[src/rtl/core/ncsv_pkg.sv]
// Shared types and constants for the nested-frame CSV record parser.
package ncsv_pkg;

    localparam int RECORD_CAPACITY = 32;
    localparam int LEN_W           = $clog2(RECORD_CAPACITY + 1);
    localparam int QUEUE_DEPTH     = 4;
    localparam int QPTR_W          = $clog2(QUEUE_DEPTH);
    localparam int QCNT_W          = $clog2(QUEUE_DEPTH + 1);
    localparam int FIELD_COUNT     = 4;
    localparam int FIELD_W         = $clog2(FIELD_COUNT);
    localparam int CNT_W           = 3;
    localparam int VAL_W           = 16;

    localparam logic [7:0] OPEN_MARK  = 8'h23;
    localparam logic [7:0] CLOSE_MARK = 8'h40;
    localparam logic [7:0] SEP_MARK   = 8'h2C;
    localparam logic [7:0] PLUS_CHAR  = 8'h2B;
    localparam logic [7:0] MINUS_CHAR = 8'h2D;
    localparam logic [7:0] SPACE_CHAR = 8'h20;
    localparam logic [7:0] TAB_CHAR   = 8'h09;
    localparam logic [7:0] CR_CHAR    = 8'h0D;
    localparam logic [7:0] ZERO_CHAR  = 8'h30;
    localparam logic [7:0] NINE_CHAR  = 8'h39;

    localparam logic signed [3:0] DEPTH_MAX     = 4'sd7;
    localparam logic signed [3:0] DEPTH_MIN     = -4'sd8;
    localparam logic signed [3:0] COLLECT_DEPTH = 4'sd2;

    // One queued operation: a collected byte, or the end of a record.
    typedef struct packed {
        logic       emit;
        logic [7:0] data;
    } t_op;

endpackage

[src/rtl/core/ncsv_front.sv]
// Front end: tracks nesting depth and record fill, classifies each byte.
module ncsv_front (
    input  logic             i_clk,
    input  logic             i_rst_n,
    input  logic             i_valid,
    input  logic [7:0]       i_rx_byte,
    input  logic             i_q_full,
    output logic             o_stall,
    output logic             o_push,
    output ncsv_pkg::t_op    o_op
);
    import ncsv_pkg::*;

    logic signed [3:0] r_depth, n_depth;
    logic [LEN_W-1:0]  r_len, n_len;
    logic              accept;
    logic              collect;
    logic              emit;

    assign accept  = i_valid && !i_q_full;
    assign o_stall = i_q_full;

    always_comb begin
        n_depth = r_depth;
        n_len   = r_len;
        collect = 1'b0;
        emit    = 1'b0;
        if (i_rx_byte == OPEN_MARK) begin
            if (r_depth < DEPTH_MAX) n_depth = r_depth + 4'sd1;
        end else if (i_rx_byte == CLOSE_MARK) begin
            if (r_depth > DEPTH_MIN) n_depth = r_depth - 4'sd1;
        end else if (r_depth == COLLECT_DEPTH && r_len < LEN_W'(RECORD_CAPACITY)) begin
            collect = 1'b1;
            n_len   = r_len + LEN_W'(1);
        end
        // close the record when the depth falls back to zero
        if (n_depth == 4'sd0 && n_len != '0) begin
            emit  = 1'b1;
            n_len = '0;
        end
    end

    assign o_push    = accept && (collect || emit);
    assign o_op.emit = emit;
    assign o_op.data = i_rx_byte;

    always_ff @(posedge i_clk) begin
        if (!i_rst_n) begin
            r_depth <= 4'sd0;
            r_len   <= '0;
        end else if (accept) begin
            r_depth <= n_depth;
            r_len   <= n_len;
        end
    end

endmodule

[src/rtl/core/ncsv_queue.sv]
// Short FIFO of operations between the front end and the parser.
module ncsv_queue (
    input  logic             i_clk,
    input  logic             i_rst_n,
    input  logic             i_push,
    input  ncsv_pkg::t_op    i_op,
    input  logic             i_pop,
    output logic             o_full,
    output logic             o_valid,
    output ncsv_pkg::t_op    o_op
);
    import ncsv_pkg::*;

    t_op               r_mem [QUEUE_DEPTH];
    logic [QPTR_W-1:0] r_wr, r_rd;
    logic [QCNT_W-1:0] r_cnt;
    logic              do_pop;

    assign o_full  = r_cnt == QCNT_W'(QUEUE_DEPTH);
    assign o_valid = r_cnt != '0;
    assign o_op    = r_mem[r_rd];
    assign do_pop  = i_pop && o_valid;

    function automatic logic [QPTR_W-1:0] bump(input logic [QPTR_W-1:0] p);
        return (p == QPTR_W'(QUEUE_DEPTH - 1)) ? '0 : p + QPTR_W'(1);
    endfunction

    always_ff @(posedge i_clk) begin
        if (i_push) r_mem[r_wr] <= i_op;
    end

    always_ff @(posedge i_clk) begin
        if (!i_rst_n) begin
            r_wr  <= '0;
            r_rd  <= '0;
            r_cnt <= '0;
        end else begin
            if (i_push) r_wr <= bump(r_wr);
            if (do_pop) r_rd <= bump(r_rd);
            case ({i_push, do_pop})
                2'b10:   r_cnt <= r_cnt + QCNT_W'(1);
                2'b01:   r_cnt <= r_cnt - QCNT_W'(1);
                default: r_cnt <= r_cnt;
            endcase
        end
    end

endmodule

[src/rtl/core/ncsv_back.sv]
// Back end: streaming %d,%d,%d,%d parser with a registered result stage.
module ncsv_back (
    input  logic                           i_clk,
    input  logic                           i_rst_n,
    input  logic                           i_q_valid,
    input  ncsv_pkg::t_op                  i_q_op,
    output logic                           o_pop,
    output logic                           o_valid,
    input  logic                           i_stall,
    output logic signed [ncsv_pkg::VAL_W-1:0] o_holder_value,
    output logic signed [ncsv_pkg::VAL_W-1:0] o_first_slot_value,
    output logic signed [ncsv_pkg::VAL_W-1:0] o_second_slot_value,
    output logic signed [ncsv_pkg::VAL_W-1:0] o_third_slot_value,
    output logic [ncsv_pkg::CNT_W-1:0]     o_fields_converted
);
    import ncsv_pkg::*;

    typedef enum logic [1:0] {P_LEAD, P_SIGN, P_DIGIT, P_DONE} t_pstate;

    t_pstate            r_pst, n_pst;
    logic [FIELD_W-1:0] r_fld, n_fld;
    logic [CNT_W-1:0]   r_cnt, n_cnt;
    logic [VAL_W-1:0]   r_acc, n_acc;
    logic               r_neg, n_neg;
    logic [VAL_W-1:0]   r_val [FIELD_COUNT];
    logic [VAL_W-1:0]   sacc;
    logic [VAL_W-1:0]   acc10;
    logic [VAL_W-1:0]   dig;
    logic               store;
    logic               out_free;
    logic               take;
    logic [7:0]         b;
    logic               is_ws, is_dig, is_sign;
    logic [VAL_W-1:0]   res_val [FIELD_COUNT];
    logic [CNT_W-1:0]   res_cnt;

    assign b        = i_q_op.data;
    assign is_ws    = (b == SPACE_CHAR) || (b >= TAB_CHAR && b <= CR_CHAR);
    assign is_dig   = (b >= ZERO_CHAR) && (b <= NINE_CHAR);
    assign is_sign  = (b == PLUS_CHAR) || (b == MINUS_CHAR);
    assign dig      = VAL_W'(b - ZERO_CHAR);
    assign acc10    = (r_acc << 3) + (r_acc << 1);
    assign sacc     = r_neg ? (VAL_W'(0) - r_acc) : r_acc;

    assign out_free = !o_valid || !i_stall;
    assign o_pop    = i_q_valid && (!i_q_op.emit || out_free);
    assign take     = o_pop;

    // next parser state for a collected byte
    always_comb begin
        n_pst = r_pst;
        n_fld = r_fld;
        n_cnt = r_cnt;
        n_acc = r_acc;
        n_neg = r_neg;
        store = 1'b0;
        case (r_pst)
            P_LEAD: begin
                if (is_ws) begin
                    n_pst = P_LEAD;
                end else if (is_sign) begin
                    n_neg = b == MINUS_CHAR;
                    n_pst = P_SIGN;
                end else if (is_dig) begin
                    n_acc = dig;
                    n_pst = P_DIGIT;
                end else begin
                    n_pst = P_DONE;
                end
            end
            P_SIGN: begin
                if (is_dig) begin
                    n_acc = dig;
                    n_pst = P_DIGIT;
                end else begin
                    n_pst = P_DONE;
                end
            end
            P_DIGIT: begin
                if (is_dig) begin
                    n_acc = acc10 + dig;
                end else begin
                    store = 1'b1;
                    n_cnt = r_cnt + CNT_W'(1);
                    n_acc = '0;
                    n_neg = 1'b0;
                    if (b == SEP_MARK && r_fld != FIELD_W'(FIELD_COUNT - 1)) begin
                        n_fld = r_fld + FIELD_W'(1);
                        n_pst = P_LEAD;
                    end else begin
                        n_pst = P_DONE;
                    end
                end
            end
            default: n_pst = P_DONE;
        endcase
    end

    // a field still in its digits at the end of the record counts as converted
    always_comb begin
        for (int i = 0; i < FIELD_COUNT; i++) begin
            res_val[i] = (r_pst == P_DIGIT && r_fld == FIELD_W'(i)) ? sacc : r_val[i];
        end
        res_cnt = r_cnt + ((r_pst == P_DIGIT) ? CNT_W'(1) : CNT_W'(0));
    end

    always_ff @(posedge i_clk) begin
        if (!i_rst_n) begin
            r_pst <= P_LEAD;
            r_fld <= '0;
            r_cnt <= '0;
            r_acc <= '0;
            r_neg <= 1'b0;
            for (int i = 0; i < FIELD_COUNT; i++) r_val[i] <= '0;
            o_valid <= 1'b0;
        end else begin
            if (take && i_q_op.emit) begin
                r_pst <= P_LEAD;
                r_fld <= '0;
                r_cnt <= '0;
                r_acc <= '0;
                r_neg <= 1'b0;
                for (int i = 0; i < FIELD_COUNT; i++) r_val[i] <= '0;
            end else if (take) begin
                r_pst <= n_pst;
                r_fld <= n_fld;
                r_cnt <= n_cnt;
                r_acc <= n_acc;
                r_neg <= n_neg;
                if (store) r_val[r_fld] <= sacc;
            end
            if (take && i_q_op.emit) begin
                o_valid <= 1'b1;
            end else if (!i_stall) begin
                o_valid <= 1'b0;
            end
        end
    end

    always_ff @(posedge i_clk) begin
        if (take && i_q_op.emit) begin
            o_holder_value      <= res_val[0];
            o_first_slot_value  <= res_val[1];
            o_second_slot_value <= res_val[2];
            o_third_slot_value  <= res_val[3];
            o_fields_converted  <= res_cnt;
        end
    end

    a_cnt_range: assert property (@(posedge i_clk) disable iff (!i_rst_n)
        o_valid |-> o_fields_converted <= CNT_W'(FIELD_COUNT))
        else $error("converted count out of range");

    a_none_zero: assert property (@(posedge i_clk) disable iff (!i_rst_n)
        (o_valid && o_fields_converted == '0) |->
        (o_holder_value == '0 && o_first_slot_value == '0 &&
         o_second_slot_value == '0 && o_third_slot_value == '0))
        else $error("unconverted fields not zero");

    a_last_zero: assert property (@(posedge i_clk) disable iff (!i_rst_n)
        (o_valid && o_fields_converted < CNT_W'(FIELD_COUNT)) |->
        o_third_slot_value == '0)
        else $error("fourth field set without conversion");

    a_no_pop_blocked: assert property (@(posedge i_clk) disable iff (!i_rst_n)
        (o_valid && i_stall && i_q_valid && i_q_op.emit) |-> !o_pop)
        else $error("result overwritten while stalled");

endmodule

[src/rtl/core/nested_frame_csv_record_parser.sv]
// Top level of the nested-frame CSV record parser.
//
// Input channel: i_valid / o_stall carry one received byte on i_rx_byte;
// a byte is taken at each edge where i_valid is high and o_stall is low.
// '#' raises and '@' lowers the nesting depth; other bytes at depth 2 go
// into the current record (up to 32 bytes, more are dropped).
// Output channel: o_valid / i_stall carry one result when the depth comes
// back to zero with a non-empty record: four 16-bit signed values and the
// count of fields converted (0..4), scanf "%d,%d,%d,%d" style.
// Throughput: one byte per cycle while o_stall is low; the record is parsed
// on the fly, one byte per cycle in the parser, never buffered whole.
// The end-of-record entry passes through the queue and then the registered
// result stage; entries still queued ahead of it are popped first.
// A four-entry queue parts the depth tracker from the parser; while the
// receiver stalls a held result, collected bytes still flow until the next
// record close reaches the parser, then the queue fills and o_stall rises.
// Reset (synchronous, active low) clears depth, record length, parser
// state, the queue and o_valid.
module nested_frame_csv_record_parser (
    input  logic                              i_clk,
    input  logic                              i_rst_n,
    input  logic                              i_valid,
    output logic                              o_stall,
    input  logic [7:0]                        i_rx_byte,
    output logic                              o_valid,
    input  logic                              i_stall,
    output logic signed [ncsv_pkg::VAL_W-1:0] o_holder_value,
    output logic signed [ncsv_pkg::VAL_W-1:0] o_first_slot_value,
    output logic signed [ncsv_pkg::VAL_W-1:0] o_second_slot_value,
    output logic signed [ncsv_pkg::VAL_W-1:0] o_third_slot_value,
    output logic [ncsv_pkg::CNT_W-1:0]        o_fields_converted
);
    import ncsv_pkg::*;

    logic push, q_full, q_valid, pop;
    t_op  push_op, q_op;

    ncsv_front u_front (
        .i_clk     (i_clk),
        .i_rst_n   (i_rst_n),
        .i_valid   (i_valid),
        .i_rx_byte (i_rx_byte),
        .i_q_full  (q_full),
        .o_stall   (o_stall),
        .o_push    (push),
        .o_op      (push_op)
    );

    ncsv_queue u_queue (
        .i_clk   (i_clk),
        .i_rst_n (i_rst_n),
        .i_push  (push),
        .i_op    (push_op),
        .i_pop   (pop),
        .o_full  (q_full),
        .o_valid (q_valid),
        .o_op    (q_op)
    );

    ncsv_back u_back (
        .i_clk               (i_clk),
        .i_rst_n             (i_rst_n),
        .i_q_valid           (q_valid),
        .i_q_op              (q_op),
        .o_pop               (pop),
        .o_valid             (o_valid),
        .i_stall             (i_stall),
        .o_holder_value      (o_holder_value),
        .o_first_slot_value  (o_first_slot_value),
        .o_second_slot_value (o_second_slot_value),
        .o_third_slot_value  (o_third_slot_value),
        .o_fields_converted  (o_fields_converted)
    );

endmodule

[config.mk]
export PLATFORM = sky130hd
export DESIGN_NAME = nested_frame_csv_record_parser
export DESIGN_NICKNAME = d
export VERILOG_FILES = /design/src/rtl/core/ncsv_pkg.sv /design/src/rtl/core/ncsv_front.sv /design/src/rtl/core/ncsv_queue.sv /design/src/rtl/core/ncsv_back.sv /design/src/rtl/core/nested_frame_csv_record_parser.sv
export SDC_FILE = /design/constraint.sdc
export NUM_CORES = 1
export LEC_CHECK = 0
export BUFFER_PORTS_ARGS = -buffer_cell sky130_fd_sc_hd__buf_2
export CORE_ASPECT_RATIO = 0.9
export CORE_UTILIZATION = 30
export CTS_BUF_LIST = sky130_fd_sc_hd__clkbuf_16
export CTS_CLUSTER_DIAMETER = 120
export DETAILED_ROUTE_END_ITERATION = 10
export GPL_ROUTABILITY_DRIVEN = 0
export HOLD_SLACK_MARGIN = 0.05
export SKIP_LAST_GASP = 1
export SLEW_MARGIN = 40
export SYNTH_ARGS = -nofsm -noshare
export SYNTH_HDL_FRONTEND = slang
export SYNTH_SLANG_ARGS = --single-unit
[constraint.sdc]
create_clock -name i_clk -period 8.73 [get_ports i_clk]
set_clock_uncertainty 0.2 [all_clocks]
set_input_delay 0 -clock i_clk [delete_from_list [all_inputs] [get_ports i_clk]]
set_output_delay 0 -clock i_clk [all_outputs]
set_load 0.01 [all_outputs]
==> reports/results.txt, run 1 <==
Kind of critical path = flip-flop to flip-flop
Share of cells above drive strength 1 = 15.65%
Number of global-route vias before repair = 6741
Drt total wl = 22.89 mm
Total global-route track usage = 13.20%
Starting Density = 30.75%
FILL cells = 3255
Vias = 7154
CTS Buf Count = 24
Detailed Routing Iterations Pass 1 = 7
Initial antenna violation count = 0
Crit end category = flip-flop
Fin crit period = 4713 ps
Syn_area_per_cell = 11.25 µm²
Post-Route M1 WL = 10.84 mm
Max IR drop VDD = 0.0001769 V
Largest fanout on the critical path = 9
Final setup viols = 0
Worst-Margin Slew = 822.4 ps
Final hold vios = 0
Drt initial violations = 429
Ys Warns = 0
Critical path launch point type = flip-flop
Adder-Cell Fraction of Synth Area = 7.266%
Hpwl dp = 15.88 mm
Peak Freq = 212.2 MHz
Largest family of logic cells by synthesized area = simple AND/OR/NAND/NOR gates
Clock sinks = 211
Max-cap violations = 0
# IOs = 81
Routed Antenna Nets = 0
Number of I/O port buffers = 80
XOR/XNOR share of the synthesized area = 2.911%
Unrepaired setup endpoints after global routing = no
Post-Synthesis Cells = 909
Residual DRC = 0
Met2 wire len = 10.34 mm
Routed len/inst = 15.56 µm
Post-Syn Area = 0.01023 mm²
Library cells used by synthesis = 69
Diodes inserted = 0
Core box area = 0.03326 mm²
Status = completed
Highest metal used = met4
Clk root buf = clkbuf_16
TritonCTS clock tree = yes
Mux cell area share after synthesis = 2.483%
Synth area leader = edfxtp_1
Leak pwr = 4.453 nW
Post-synth top cells = 167 x edfxtp_1, 114 x nand2_1, 99 x nor2_1
Hold path cells = 2
Vias per cell = 4.863
Finished Core Util = 36.57%
Num rows = 63
Die Wd = 196.6 µm
Synth area leaders = edfxtp_1 49%, dfxtp_1 8.6%, ha_1 4.5%, o21ai_0 4.4%, nand2_1 4.2%
Most common cell in the netlist = edfxtp_1
Sequential area share after synthesis = 57.64%
Largest net degree at the start of global routing = 69
Critical path data required time = 8930 ps
Ys async rst share = 0%
HP Class = primary input to flip-flop
Setup TNS = 0 ps
Reg2Reg Depth = 13
Worst skew pair latency = 530 ps
Grt total ovfl = 0
H-tree depth = 1
Slew Limit Fails = 0
Area of the multi-input gates = 0.004144 mm²
WP data arrival = 4910 ps
Chip height = 177.2 µm
Syn Nets = 972
Area grow syn2layout = 18.94%
Sequential Area = 0.005896 mm²
Relative slew slack = 44.46%
Pwr/cell area = 310.7 mW/mm²
Final period utilization = 53.98%
Yosys reg bits = 211
Clk buf depth = 3
Prevailing post-synth register cell = edfxtp_1
EDFF count, synth = 167
Post-synthesis compound-gate area fraction = 12.34%
Routed length on met3 = 1.277 mm
First-pass GRT wire length = 36.49 mm
Simple-Gate Fraction of Synth Area = 14.35%
Synth top area share = 49.03%
Reg clk slew, reported paths = 60 ps
Die area = 0.03484 mm²
Nets = 1061
==> cell usage in the layout (no fill, tap or decap), drive strengths merged, types with 12 or more instances in the layout <==
cell type and count:
a211oi 13, a21oi 39, buf 87, clkbuf 24, clkinv 12, dfxtp 44
dlygate4sd3 13, edfxtp 167, fa 14, ha 37, inv 43, nand2 115
nand3 19, nor2 99, nor3 21, o21ai 91, xnor2 21, xor2 13
==> worst max-delay path, cell delays in order, from the launching register on <==
cell and delay, ps:
dfxtp_1 690, mux4_2 660, ha_1 280, nor3_1 200, buf_4 230, fa_1 450
ha_1 390, nand3_1 130, nor4_1 240, nor2_1 120, a2111oi_0 490, or3_1 200
a21oi_1 60, o221a_1 240
==> cell type report <==
cell class,count,share of cell area [%]
flip-flops and latches,211,48.46
repair buffers,100,4.824
clock buffers,24,4.937
well taps,455,4.680
multi-input cells,620,34.06
inverters,41,1.265
clock inverters,20,1.769
==> power by group <==
group | total, W | switching [W] | leakage, nW | internal, W
sequential | 0.00152 | 0.000124 | 1.99 | 0.00140
combinational | 0.00123 | 0.000794 | 2.06 | 0.000438
clock | 0.00103 | 0.000406 | 0.403 | 0.000622
total | 0.00378 | 0.00132 | 4.45 | 0.00246
==> registers in the layout (all words and copies together), names as in the netlist, 4 cells and up, named ones only <==
name                        cells
u_front.r_depth                 4
u_back.o_third_slot_value      16
u_back.r_val                   64
u_back.r_acc                   16
u_back.o_first_slot_value      16
u_queue.r_mem                  36
u_back.o_second_slot_value     16
u_back.o_holder_value          16
u_front.r_len                   6
==> path summary, 6_finish.rpt <==
| kind | start | end | slack (ps) |
|---|---|---|---|
| worst max-delay path | flip-flop | u_back.r_acc[15] | 4020 |
| worst min-delay path | i_rx_byte[7] | u_queue.r_mem[0][7] | 90 |
| worst max register to register | flip-flop | u_back.r_acc[15] | 4020 |
| worst min register to register | u_queue.r_rd[1] | u_queue.r_rd[1] | 290 |
==> timing repair <==
action	in CTS	in global routing
hold buffers	13	0
endpoints found under the hold margin	56	0
resized for setup	0	0
buffers inserted	0	0
==> per-layer routing <==
metal | global-route usage, % | up-vias
met2 | 21.19 | 183
met4 | 3.165 | 0
li1 | - | 3500
met1 | 18.28 | 3440
met5 | 0 | -
met3 | 2.630 | 31
==> cells by family after synthesis <==
logic type,Yosys count
AO/OA/AOI/OAI,202
AND/OR/NAND/NOR,319
flip-flops,211
buffers and inverters,78
multiplexers,14
adder cells (fa/ha/maj),51
XOR/XNOR,34
==> stage by stage <==
stage          total power (W)  instances  setup slack, ps  cell area [µm²]  hold WS, ps
2_1_floorplan         0.002352        909             4052            10230       -101.1
4_1_cts               0.003800       1471             3797            12120        51.47
3_3_place_gp          0.002743       1414             3859            11100        45.91
6_report              0.003780       1471             4017            12170        85.22
3_5_place_dp          0.002761       1414             3824            11180        47.66
5_1_grt               0.004011       1471             3524            12170        92.54
Note: power is estimated with default switching activity, not from simulation.
==> run 2, diff against run 1 <==
- clock period: 8.73 -> 4.3 ns (I/O delays scaled with it)
==> run 2 against run 1 <==
Effect of this change:
- worst setup slack worse by 3900 ps
- utilization increased by 0.14 points
- power rose by 98%
- via count up 0.15%
- critical path depth decreased by 1
- non-clock buffer count up 26
- sequential cell count did not move
- sequential power is 100% higher
- clock power rose by 83%
- critical path type unchanged
- register-to-register slack worse by 3900 ps
- global-route usage down 0.35 points
==> reports/results.txt, run 2 (same netlist as run 1, synthesis figures left out) <==
Routed len/inst = 14.78 µm
Vias per cell = 4.793
Slew Limit Fails = 0
# IOs = 81
Die area = 0.03484 mm²
Top Registers = u_back.r_val (64), u_queue.r_mem (36)
Reg2Reg Depth = 12
Clk buf depth = 3
Kind of critical path = flip-flop to flip-flop
Final WS setup = 154.5 ps
Detailed Routing Iterations Pass 1 = 5
Vias = 7165
Chip height = 177.2 µm
Worst skew pair latency = 530 ps
Starting Density = 30.75%
Max FFs per register = 64
Crit path cell chain = mux4_2 > ha_1 > nor3_4 > fa_1 > ha_1 > a21oi_1 > o21ai_0 > nor3_2 > a2111oi_2 > or3_1 > a21oi_1 > o221a_1
Clock sinks = 211
Share of cells above drive strength 1 = 16.54%
Total global-route track usage = 12.85%
Num rows = 63
Drt total wl = 22.09 mm
Top reg by flops = u_back.r_val
Relative slew slack = 46.62%
Clk root buf = clkbuf_16
Worst-Margin Slew = 797.9 ps
Max IR drop VDD = 0.0002650 V
Slowest cell on the critical path = mux4_2
Die Wd = 196.6 µm
Leak pwr = 4.524 nW
Commonest non-fill, non-tap cell in the layout = edfxtp_1
Largest net degree at the start of global routing = 68
Final hold vios = 0
Max-cap violations = 0
Critical path launch point type = flip-flop
CTS Buf Count = 23
Routed Antenna Nets = 0
Initial antenna violation count = 0
Hold EP = u_queue.r_mem[1][7]
Core box area = 0.03326 mm²
Worst Hold Margin = 97.60 ps
Cell family with most CP delay = adder cells
Number of global-route vias before repair = 7004
First-pass GRT wire length = 36.24 mm
Reg clk slew, reported paths = 60 ps
Buf/Inv on CP = 0
WP data arrival = 4420 ps
Residual DRC = 0
Status = completed
Commonest cells after routing, fill and taps aside = 167 x edfxtp_1, 110 x nand2_1, 99 x nor2_1, 89 x o21ai_0, 80 x buf_2
DP Area = 0.01127 mm²
Hpwl dp = 15.36 mm
CP max stage delay = 590 ps
FILL cells = 3324
Grt total ovfl = 0
Final setup viols = 0
Worst R2R Setup Slack = 150 ps
Final period utilization = 96.41%
Tot Pwr = 0.007486 W
Critical path data required time = 4570 ps
Post-place setup slack = -84.01 ps
Hold Startpoint = i_rx_byte[7]
HP Class = primary input to flip-flop
Pwr/cell area = 612.9 mW/mm²
Largest fanout on the critical path = 5
Number of I/O port buffers = 80
Drt initial violations = 435
Unrepaired setup endpoints after global routing = yes
Post-route cell area = 0.01221 mm²
TritonCTS clock tree = yes
Nets = 1086
R2R Path End = u_back.r_acc[15]
Crit end category = flip-flop
Fin crit period = 4145 ps
Diodes inserted = 0
Peak Freq = 241.2 MHz
H-tree depth = 1
Hold path cells = 2
Area grow syn2layout = 19.40%
Setup TNS = 0 ps
run 2: changes by cell type in the layout (fill, tap and decap cells not counted), sizes merged:
| cell | before | now |
|---|---|---|
| inv | 43 | 48 |
| clkinv | 12 | 10 |
| clkinvlp | 2 | 1 |
| dlygate4sd3 | 13 | 18 |
| clkbuf | 24 | 23 |
| bufinv | 4 | 1 |
| buf | 87 | 108 |
run 2: layer usage:
metal | GRT usage, % | wire length (µm) | part of all wire, %
met1 | 16.99 | 10300 | 47
met2 | 21.75 | 10240 | 46
met3 | 2.325 | 1120 | 5.1
met4 | 3.165 | 431 | 2.0
met5 | 0 | 0 | 0
run 2: through the flow:
stage | instances | utilization (%)
floorplan | 909 | -
global placement | 1434 | 33.84
detailed placement | 1434 | 33.87
CTS | 1494 | 36.61
finish | 1495 | 36.71
global route | 1495 | 36.71
run 2: what timing repair did:
action	4_1_cts	5_1_grt
hold buffers	18	0
gates resized for setup	2	2
endpoints found under the hold margin	76	0
pin swaps	0	1
buffers inserted	0	1
endpoints found under the setup margin	1	4
cloned	0	0
run 2: worst register-to-register path: stages (launching register included):
cell	delay (ps)
dfxtp_1	430
mux4_2	590
ha_1	280
nor3_4	270
fa_1	480
ha_1	360
a21oi_1	290
o21ai_0	170
nor3_2	190
a2111oi_2	110
or3_1	380
a21oi_1	150
o221a_1	180
run 2: layout make-up:
| cell class | count | area (µm²) | share of cell area, % |
|---|---|---|---|
| Tap cell | 455 | 569.3 | 4.661 |
| Inverter | 41 | 153.9 | 1.260 |
| Multi-Input combinational cell | 620 | 4076 | 33.38 |
| Sequential cell | 211 | 5896 | 48.27 |
| Clock buffer | 23 | 575.6 | 4.713 |
| Clock inverter | 19 | 147.6 | 1.209 |
| Timing Repair Buffer | 126 | 794.5 | 6.505 |
run 2: worst max path at each step:
stage                   start          endpoint  cells after the start  slack, ps
finish              flip-flop  u_back.r_acc[15]                     12        150
floorplan           flip-flop  u_back.r_acc[15]                     13        130
detailed placement  flip-flop  u_back.r_acc[15]                     12        -80
CTS                 flip-flop  u_back.r_acc[15]                     12         20
global route        flip-flop  u_back.r_acc[15]                     12       -150
global placement    flip-flop  u_back.r_acc[15]                     12        -20
run 2: report_power, final:
part | total (W) | switching (W) | internal [W]
Combinational | 0.00253 | 0.00159 | 0.000935
Clock | 0.00189 | 0.000838 | 0.00106
Sequential | 0.00307 | 0.000234 | 0.00283
